**src/rrt_pkg.sv**
```systemverilog
// ----------------------------------------------------------------------------
// rrt_pkg
// Shared types and constants of the 2-D random tree extension block.
// ----------------------------------------------------------------------------
package rrt_pkg;

  localparam int MAX_NODES     = 1024;
  localparam int MAX_OBSTACLES = 16;

  localparam int NODE_AW = (MAX_NODES > 1) ? $clog2(MAX_NODES) : 1;
  localparam int NODE_CW = $clog2(MAX_NODES + 1);
  localparam int OBS_AW  = (MAX_OBSTACLES > 1) ? $clog2(MAX_OBSTACLES) : 1;
  localparam int SCAN_MAX = (MAX_NODES > MAX_OBSTACLES) ? MAX_NODES : MAX_OBSTACLES;
  localparam int SCAN_CW  = $clog2(SCAN_MAX + 1);

  localparam int CFG_IW = 3;
  localparam int CFG_DW = 16;

  typedef enum logic [1:0] {
    CMD_RESTART = 2'd0,
    CMD_LOAD    = 2'd1,
    CMD_EXTEND  = 2'd2
  } cmd_code_t;

  typedef enum logic [2:0] {
    RS_ADDED   = 3'd0,
    RS_BLOCKED = 3'd1,
    RS_FULL    = 3'd2,
    RS_ZERO    = 3'd3,
    RS_DONE    = 3'd4
  } res_status_t;

  typedef enum logic [CFG_IW-1:0] {
    REG_STEP      = 3'd0,
    REG_GOAL_RAD  = 3'd1,
    REG_CLEARANCE = 3'd2,
    REG_GOAL_X    = 3'd3,
    REG_GOAL_Y    = 3'd4,
    REG_OBS_COUNT = 3'd5,
    REG_OWN_SLOT  = 3'd6
  } cfg_reg_t;

  typedef enum logic [1:0] {
    SM_NODE = 2'd0,
    SM_OBS  = 2'd1,
    SM_GOAL = 2'd2
  } scan_mode_t;

  typedef enum logic [2:0] {
    K_PLACED  = 3'd0,
    K_DONE    = 3'd1,
    K_EMPTY   = 3'd2,
    K_FULL    = 3'd3,
    K_ZERO    = 3'd4,
    K_BLOCKED = 3'd5,
    K_ADDED   = 3'd6
  } kind_t;

  typedef enum logic [3:0] {
    S_IDLE, S_DECODE, S_NSCAN, S_FETCH, S_FETCHW, S_ADIFF, S_ASQ, S_AMUL,
    S_DIVS, S_DIV, S_SQS, S_SQRT, S_ASTORE, S_OSCAN, S_GSCAN, S_RESP
  } state_t;

  typedef struct packed {
    logic [1:0]  command;
    logic [3:0]  slot;
    logic [15:0] pos_x;
    logic [15:0] pos_y;
    logic        toward_goal;
  } in_item_t;

  typedef struct packed {
    logic [2:0]  status;
    logic [9:0]  node_index;
    logic [9:0]  parent_index;
    logic [15:0] node_x;
    logic [15:0] node_y;
    logic        reached_goal;
  } out_item_t;

  typedef struct packed {
    logic       capture;
    logic       scan_start;
    scan_mode_t scan_mode;
    logic       fetch_rd;
    logic       fetch_cap;
    logic       axis;
    logic       diff_ld;
    logic       sq_ld;
    logic       mul_ld;
    logic       div_start;
    logic       sqrt_start;
    logic       coord_ld;
    logic       finish;
    kind_t      kind;
  } cmd_t;

  typedef struct packed {
    logic [1:0] item_cmd;
    logic       size_zero;
    logic       size_full;
    logic       scan_done;
    logic       len_zero;
    logic       div_busy;
    logic       sq_busy;
    logic       blocked;
  } sts_t;

endpackage

```
**src/rrt_ctrl.sv**
```systemverilog
// ----------------------------------------------------------------------------
// rrt_ctrl
// Sequencer: takes one item at a time; an extend steps through scan, step, obstacle and goal phases.
// ----------------------------------------------------------------------------
module rrt_ctrl
  import rrt_pkg::*;
(
  input  logic clk,
  input  logic rst_n,
  input  logic in_valid,
  output logic in_stall,
  output logic out_valid,
  input  logic out_stall,
  input  sts_t sts,
  output cmd_t cmd
);

  state_t state_r, state_nxt;
  kind_t  kind_r, kind_nxt;
  logic   axis_r, axis_nxt;
  logic   out_valid_r, out_valid_nxt;

  always_ff @(posedge clk) begin
    if (!rst_n) begin
      state_r     <= S_IDLE;
      kind_r      <= K_DONE;
      axis_r      <= 1'b0;
      out_valid_r <= 1'b0;
    end else begin
      state_r     <= state_nxt;
      kind_r      <= kind_nxt;
      axis_r      <= axis_nxt;
      out_valid_r <= out_valid_nxt;
    end
  end

  assign in_stall  = (state_r != S_IDLE);
  assign out_valid = out_valid_r;

  always_comb begin
    state_nxt     = state_r;
    kind_nxt      = kind_r;
    axis_nxt      = axis_r;
    out_valid_nxt = out_valid_r & out_stall;
    cmd           = '0;
    cmd.scan_mode = SM_NODE;
    cmd.kind      = kind_r;
    cmd.axis      = axis_r;
    unique case (state_r)
      S_IDLE: begin
        if (in_valid) begin
          cmd.capture = 1'b1;
          state_nxt   = S_DECODE;
        end
      end
      S_DECODE: begin
        unique case (cmd_code_t'(sts.item_cmd))
          CMD_RESTART: begin
            kind_nxt  = K_PLACED;
            state_nxt = S_RESP;
          end
          CMD_EXTEND: begin
            if (sts.size_zero) begin
              kind_nxt  = K_EMPTY;
              state_nxt = S_RESP;
            end else if (sts.size_full) begin
              kind_nxt  = K_FULL;
              state_nxt = S_RESP;
            end else begin
              cmd.scan_start = 1'b1;
              cmd.scan_mode  = SM_NODE;
              state_nxt      = S_NSCAN;
            end
          end
          default: begin
            kind_nxt  = K_DONE;
            state_nxt = S_RESP;
          end
        endcase
      end
      S_NSCAN: begin
        if (sts.scan_done) begin
          state_nxt = S_FETCH;
        end
      end
      S_FETCH: begin
        cmd.fetch_rd = 1'b1;
        state_nxt    = S_FETCHW;
      end
      S_FETCHW: begin
        cmd.fetch_cap = 1'b1;
        if (sts.len_zero) begin
          kind_nxt  = K_ZERO;
          state_nxt = S_RESP;
        end else begin
          axis_nxt  = 1'b0;
          state_nxt = S_ADIFF;
        end
      end
      S_ADIFF: begin
        cmd.diff_ld = 1'b1;
        state_nxt   = S_ASQ;
      end
      S_ASQ: begin
        cmd.sq_ld = 1'b1;
        state_nxt = S_AMUL;
      end
      S_AMUL: begin
        cmd.mul_ld = 1'b1;
        state_nxt  = S_DIVS;
      end
      S_DIVS: begin
        cmd.div_start = 1'b1;
        state_nxt     = S_DIV;
      end
      S_DIV: begin
        if (!sts.div_busy) begin
          state_nxt = S_SQS;
        end
      end
      S_SQS: begin
        cmd.sqrt_start = 1'b1;
        state_nxt      = S_SQRT;
      end
      S_SQRT: begin
        if (!sts.sq_busy) begin
          state_nxt = S_ASTORE;
        end
      end
      S_ASTORE: begin
        cmd.coord_ld = 1'b1;
        if (!axis_r) begin
          axis_nxt  = 1'b1;
          state_nxt = S_ADIFF;
        end else begin
          cmd.scan_start = 1'b1;
          cmd.scan_mode  = SM_OBS;
          state_nxt      = S_OSCAN;
        end
      end
      S_OSCAN: begin
        if (sts.scan_done) begin
          if (sts.blocked) begin
            kind_nxt  = K_BLOCKED;
            state_nxt = S_RESP;
          end else begin
            cmd.scan_start = 1'b1;
            cmd.scan_mode  = SM_GOAL;
            state_nxt      = S_GSCAN;
          end
        end
      end
      S_GSCAN: begin
        if (sts.scan_done) begin
          kind_nxt  = K_ADDED;
          state_nxt = S_RESP;
        end
      end
      S_RESP: begin
        if (!out_valid_r || !out_stall) begin
          cmd.finish    = 1'b1;
          out_valid_nxt = 1'b1;
          state_nxt     = S_IDLE;
        end
      end
      default: begin
        state_nxt = S_IDLE;
      end
    endcase
  end

endmodule

```
**config.mk**
```make
export PLATFORM = sky130hd
export DESIGN_NAME = rrt_ctrl
export DESIGN_NICKNAME = d
export VERILOG_FILES = /design/src/rrt_pkg.sv /design/src/rrt_ctrl.sv
export SDC_FILE = /design/constraint.sdc
export NUM_CORES = 1
export LEC_CHECK = 0
export BUFFER_PORTS_ARGS = -buffer_cell sky130_fd_sc_hd__buf_2
export CORE_AREA = 10 10 53 55
export CTS_CLUSTER_DIAMETER = 200
export DETAILED_ROUTE_END_ITERATION = 6
export DIE_AREA = 0 0 63 65
export PLACE_DENSITY = 0.88
export SLEW_MARGIN = 10
export SYNTH_ARGS = -nofsm -noshare
export SYNTH_HDL_FRONTEND = slang
export SYNTH_SLANG_ARGS = --single-unit
```
**constraint.sdc**
```tcl
create_clock -name clk -period 3.2 [get_ports clk]
set_input_delay 0.16 -clock clk [delete_from_list [all_inputs] [get_ports clk]]
set_output_delay 0.16 -clock clk [all_outputs]
set_load 0.01 [all_outputs]
```
**Word level (Yosys, flattened, before mapping)**

Index checks and enable logic that the tools add are counted.

- Eq/ne operators: 27
- Multiplexer cells: 45
- Bitwise operators: 1
- Reductions and logical operators: 11

Operators with widths:

| kind | number |
|---|---|
| 4-bit one-hot mux with 16 select lines | 1 |
| 4-bit two-way mux | 12 |
| 3-bit two-way mux | 12 |
| 4-bit equality test (second input constant) | 8 |
| 2-bit != test (second input constant) | 10 |
| 4-bit by 3-bit equality test with 1-bit output (second input constant) | 4 |
| 1-bit two-way mux | 16 |
| 3-bit one-hot mux with 4 select lines | 1 |
| 3-bit one-hot mux with 3 select lines | 1 |
| 4-bit by 2-bit equality test with 1-bit output (second input constant) | 2 |
| 4-bit nonzero test | 2 |
| 7-bit AND reduction | 1 |
| 3-bit one-hot mux with 2 select lines | 1 |
| 6-bit AND reduction | 1 |
| 4-bit by 1-bit equality test with 1-bit output (second input constant) | 1 |
| 4-bit zero test | 1 |
| 4-bit != test (second input constant) | 1 |
| 2-bit equality test (second input constant) | 1 |
| 1-bit zero test | 2 |
| 2-bit zero test | 1 |
| 1-bit one-hot mux with 2 select lines | 1 |
| 2-bit AND reduction | 1 |
| 2-bit nonzero test | 1 |
| 1-bit AND | 1 |
| 1-bit logical OR | 1 |

- Flip-flop bits (word level): 9
- Word-level logic and storage cells: 88

**Logic depth before layout (Yosys ltp)**

- Word-level depth: 4
- Gate-level depth with buffers: 7
- Gate-level depth less buffers: 5

**Worst setup path before layout**

OpenSTA, ideal clock, no wires.

- Path kind: reg2out
- From: register state_r[0]
- To: output cmd[15] (netlist bit)
- Arrival time: 1.480 ns
- Slack: 1.560 ns
- Cell stages (with the launch flop): 7
- Cell sequence: dfxtp_1 -> buf_6 -> buf_2 -> buf_2 -> nand2_1 -> nor4_1 -> nand2b_1

RTL lines:

| element | line | source |
|---|---|---|
| start: declaration | rrt_ctrl.sv:18 | `state_t state_r, state_nxt;` |
| start signal: assignment | rrt_ctrl.sv:30 | `state_r <= state_nxt;` |
| end: declaration | rrt_ctrl.sv:15 | `output cmd_t cmd` |

**Worst setup path after layout**

- From: register state_r[0]
- To: register kind_r[0]

- Word-level cells in the longest chain between the ends: 3
- Elaborated cells on any way between the ends: 12

RTL lines:

| element | line | source |
|---|---|---|
| 4-bit by 1-bit equality test with 1-bit output (tied with other cells) | rrt_ctrl.sv:49 | `unique case (state_r)` |
| 4-bit != test (no line) (tied with other cells) | -- |  |
| 6-bit AND reduction (no line) | -- |  |
| end signal: assignment | rrt_ctrl.sv:31 | `kind_r <= kind_nxt;` |
| end: declaration | rrt_ctrl.sv:19 | `kind_t kind_r, kind_nxt;` |

Parallel ways exist; a longest one is shown, timed or not.
A chain may end at the register's enable or synchronous reset.

==> flow_summary.ini <==
[synth]
synth-edff-count = 0
synth_warnings = 0
synth.most_common_cell = nor2_1
seq_area_frac_synth_pct = 19.75
synth_top_flop_cell = dfxtp_1
synth_common_cells = nor2_1 (14), a21oi_1 (9), dfxtp_1 (9), nand2_1 (8), nor2b_1 (6)
syn_avg_cell_area_um2 = 7.601
synth_top_cell_area_share_pct = 19.75
ys_ff_latch = 9
async_flop_share_pct = 0
postSynthCellCount = 120
netlist_area_um2 = 912.1
synthTopCellsByArea = dfxtp_1 (20%), nor2_1 (5.8%), a21oi_1 (4.9%)
synthDistinctLibCells = 46
synth_fp_nets = 133
yosys.area.top_type = dfxtp_1

[clock_tree]
clock_sink_count = 9
clockBufferDepth = 2
path_clk_slew_ns = 0.07
clock_latency_ns = 0.27
post_cts_buffers = 0
htreeDepth = 1
holdBufCountCts = 0
cts_root_buf = clkbuf_4
cts_buffers = 3
cts_resized = 0
cts_tree = built

[power]
vdd.ir_drop.worst_mv = 0.4902
cellLeakagePower_nw = 0.4583
power_frac_comb_pct = 57.7
p_sw_uw = 456.2
p_int_uw = 445.0
cellPowerDensity_nw_per_um2 = 864.7
p_sw_share_pct = 50.62
clkPwrFrac_pct = 10.4
p_total_uw = 901.2
seqPwrFrac_pct = 31.9

[critical_path]
cp.arrival_ns = 2.36
startpoint_type = flip-flop
path_buf_inv = 0
timing.rr.start = state_r[0]$_SDFFE_PN0P_
cp.required_ns = 3.36
slowest_stage = dfxtp_1
crit_family = flip-flops
worstPathMaxFanout = 26
crit_type = reg2reg
crit_path_cell_trace = nor2b_1 -> nand3b_2 -> a311oi_4 -> o311a_1 -> o21ai_1
crit_path_max_incr_delay_ns = 0.89
critPathCaptureType = flip-flop
crit_start = state_r[0]$_SDFFE_PN0P_

[flow_run]
max-cap-violations = 0

[routing]
wl_per_cell_um = 15.06
wl_met1_mm = 1.128
routed.top_layer = met4
route.detailed.drc = 0
routed-wl-met3_um = 188
postRouteAntennaNets = 0
via_per_inst = 5.818
drt_pre_antenna_iters = 4
drt_iter0_drc = 29
wirelength_mm = 2.560
met2WireLength_mm = 1.207
vias = 989

[global_routing]
grt_max_degree = 27
antenna_found_initial = 0
grt_pass1_vias = 942
grt_pass1_wl_mm = 4.236
track_usage_pct = 12.30
grt_overflow_total = 0

[placed_design]
io_buffers = 31
hpwl_mm = 1.964
gp_congestion = 0.8536

[cells_and_area]
drive_above_1_share_pct = 32.87
layout.nets = 157
num_antenna_cells = 0
area_delta_synth_final_pct = 14.27

[sta]
finalSetupViolCount = 0
whs_ns = 0.1747
worst_pin_slew_ns = 0.8632
fin_setup_tns_ns = 0
slew_violations = 0
min_period_ns = 2.202
finalClockSkew_ns = 0.002116
min_period_over_period_pct = 68.81
fmax_mhz = 454.1
rsz0062_at_grt = false
maxSlewHeadroom_pct = 42.37
finalHoldViolCount = 0

[floorplan]
num_rows = 16
ios = 32
die_w_um = 63
core_area_um2 = 1862
dieArea_um2 = 4095
die_height_um = 65
start_util_pct = 48.99

[worst_hold_path]
hp-class = in2reg
hp-start = rst_n

[outcome]
outcome = finished, final reports clean
[per-stage QoR]
stage	std cells	utilization (%)	area (um2)	worst slack [ns]
2_1_floorplan	120	-	912.1	1.560
3_3_place_gp	166	54.57	1016	1.202
3_5_place_dp	166	54.57	1016	1.055
4_1_cts	170	55.98	1042	1.039
5_1_grt	170	55.98	1042	0.8804
6_report	170	55.98	1042	0.9981
[power groups by stage]
stage               Clock [mW]  Sequential, mW  Combinational (mW)
CTS                     0.0950           0.284               0.518
global route            0.0958           0.302               0.576
finish                  0.0936           0.288               0.520
global placement             0           0.279               0.496
detailed placement           0           0.286               0.515
floorplan                    0           0.175               0.539
[final timing paths]
kind | cells past startpoint | to | slack, ns
hold / removal | 2 | kind_r[0]$_SDFFE_PN1P_ | 0.17
hold reg to reg | 1 | kind_r[1]$_SDFFE_PN0P_ | 0.51
setup reg to reg | 5 | kind_r[0]$_SDFFE_PN1P_ | 1.0
setup / recovery | 5 | kind_r[0]$_SDFFE_PN1P_ | 1.0
[logic make-up (layout without fill, tap and decap cells)]
logic type / Yosys count / after routing / share of synthesized area, %
compound gates: 36 / 36 / 29.77
flops: 9 / 9 / 19.75
buf+inv: 17 / 40 / 11.38
simple gates: 57 / 57 / 37.31
xor+xnor: 1 / 1 / 1.784
[flip-flops by register name, summed over array words and instances, names as in the netlist]
name	cells
out_valid	1
axis_r	1
kind_r	3
state_r	4
[metal layers]
metal / GRT usage, % / up-vias
met1: 14.67 / 462
li1: - / 478
met3: 2.749 / 5
met4: 4.749 / 0
met5: 0 / -
met2: 20.94 / 44
[layout make-up]
| type | count | area, um2 |
|---|---|---|
| fill | 178 | 819.5 |
| multi-input combinational | 94 | 628.1 |
| sequential | 9 | 180.2 |
| timing repair buffer | 31 | 155.1 |
| tap | 27 | 33.78 |
| clock buffer | 4 | 26.28 |
| inverter | 5 | 18.77 |
[cells in the final DEF, fill, tap and decap left out, drive strengths merged]
| cell | Yosys | final |
|---|---|---|
| a211oi | 4 | 4 |
| a21boi | 2 | 2 |
| a21o | 1 | 1 |
| a21oi | 9 | 9 |
| a22oi | 1 | 1 |
| a311oi | 1 | 1 |
| a31oi | 1 | 1 |
| and2 | 1 | 1 |
| buf | 12 | 31 |
| clkbuf | 0 | 4 |
| dfxtp | 9 | 9 |
| inv | 5 | 5 |
| nand2 | 8 | 8 |
| nand2b | 6 | 6 |
| nand3 | 3 | 3 |
| nand3b | 3 | 3 |
| nand4 | 1 | 1 |
| nor2 | 15 | 15 |
| nor2b | 6 | 6 |
| nor3 | 4 | 4 |
| nor3b | 3 | 3 |
| nor4 | 2 | 2 |
| nor4b | 1 | 1 |
| o211a | 2 | 2 |
| o211ai | 1 | 1 |
| o21a | 1 | 1 |
| o21ai | 6 | 6 |
| o221a | 1 | 1 |
| o311a | 1 | 1 |
| o31a | 2 | 2 |
| o31ai | 1 | 1 |
| o32ai | 2 | 2 |
| or3 | 3 | 3 |
| or4 | 1 | 1 |
| xor2 | 1 | 1 |
Power figures use the tool's default switching activity.
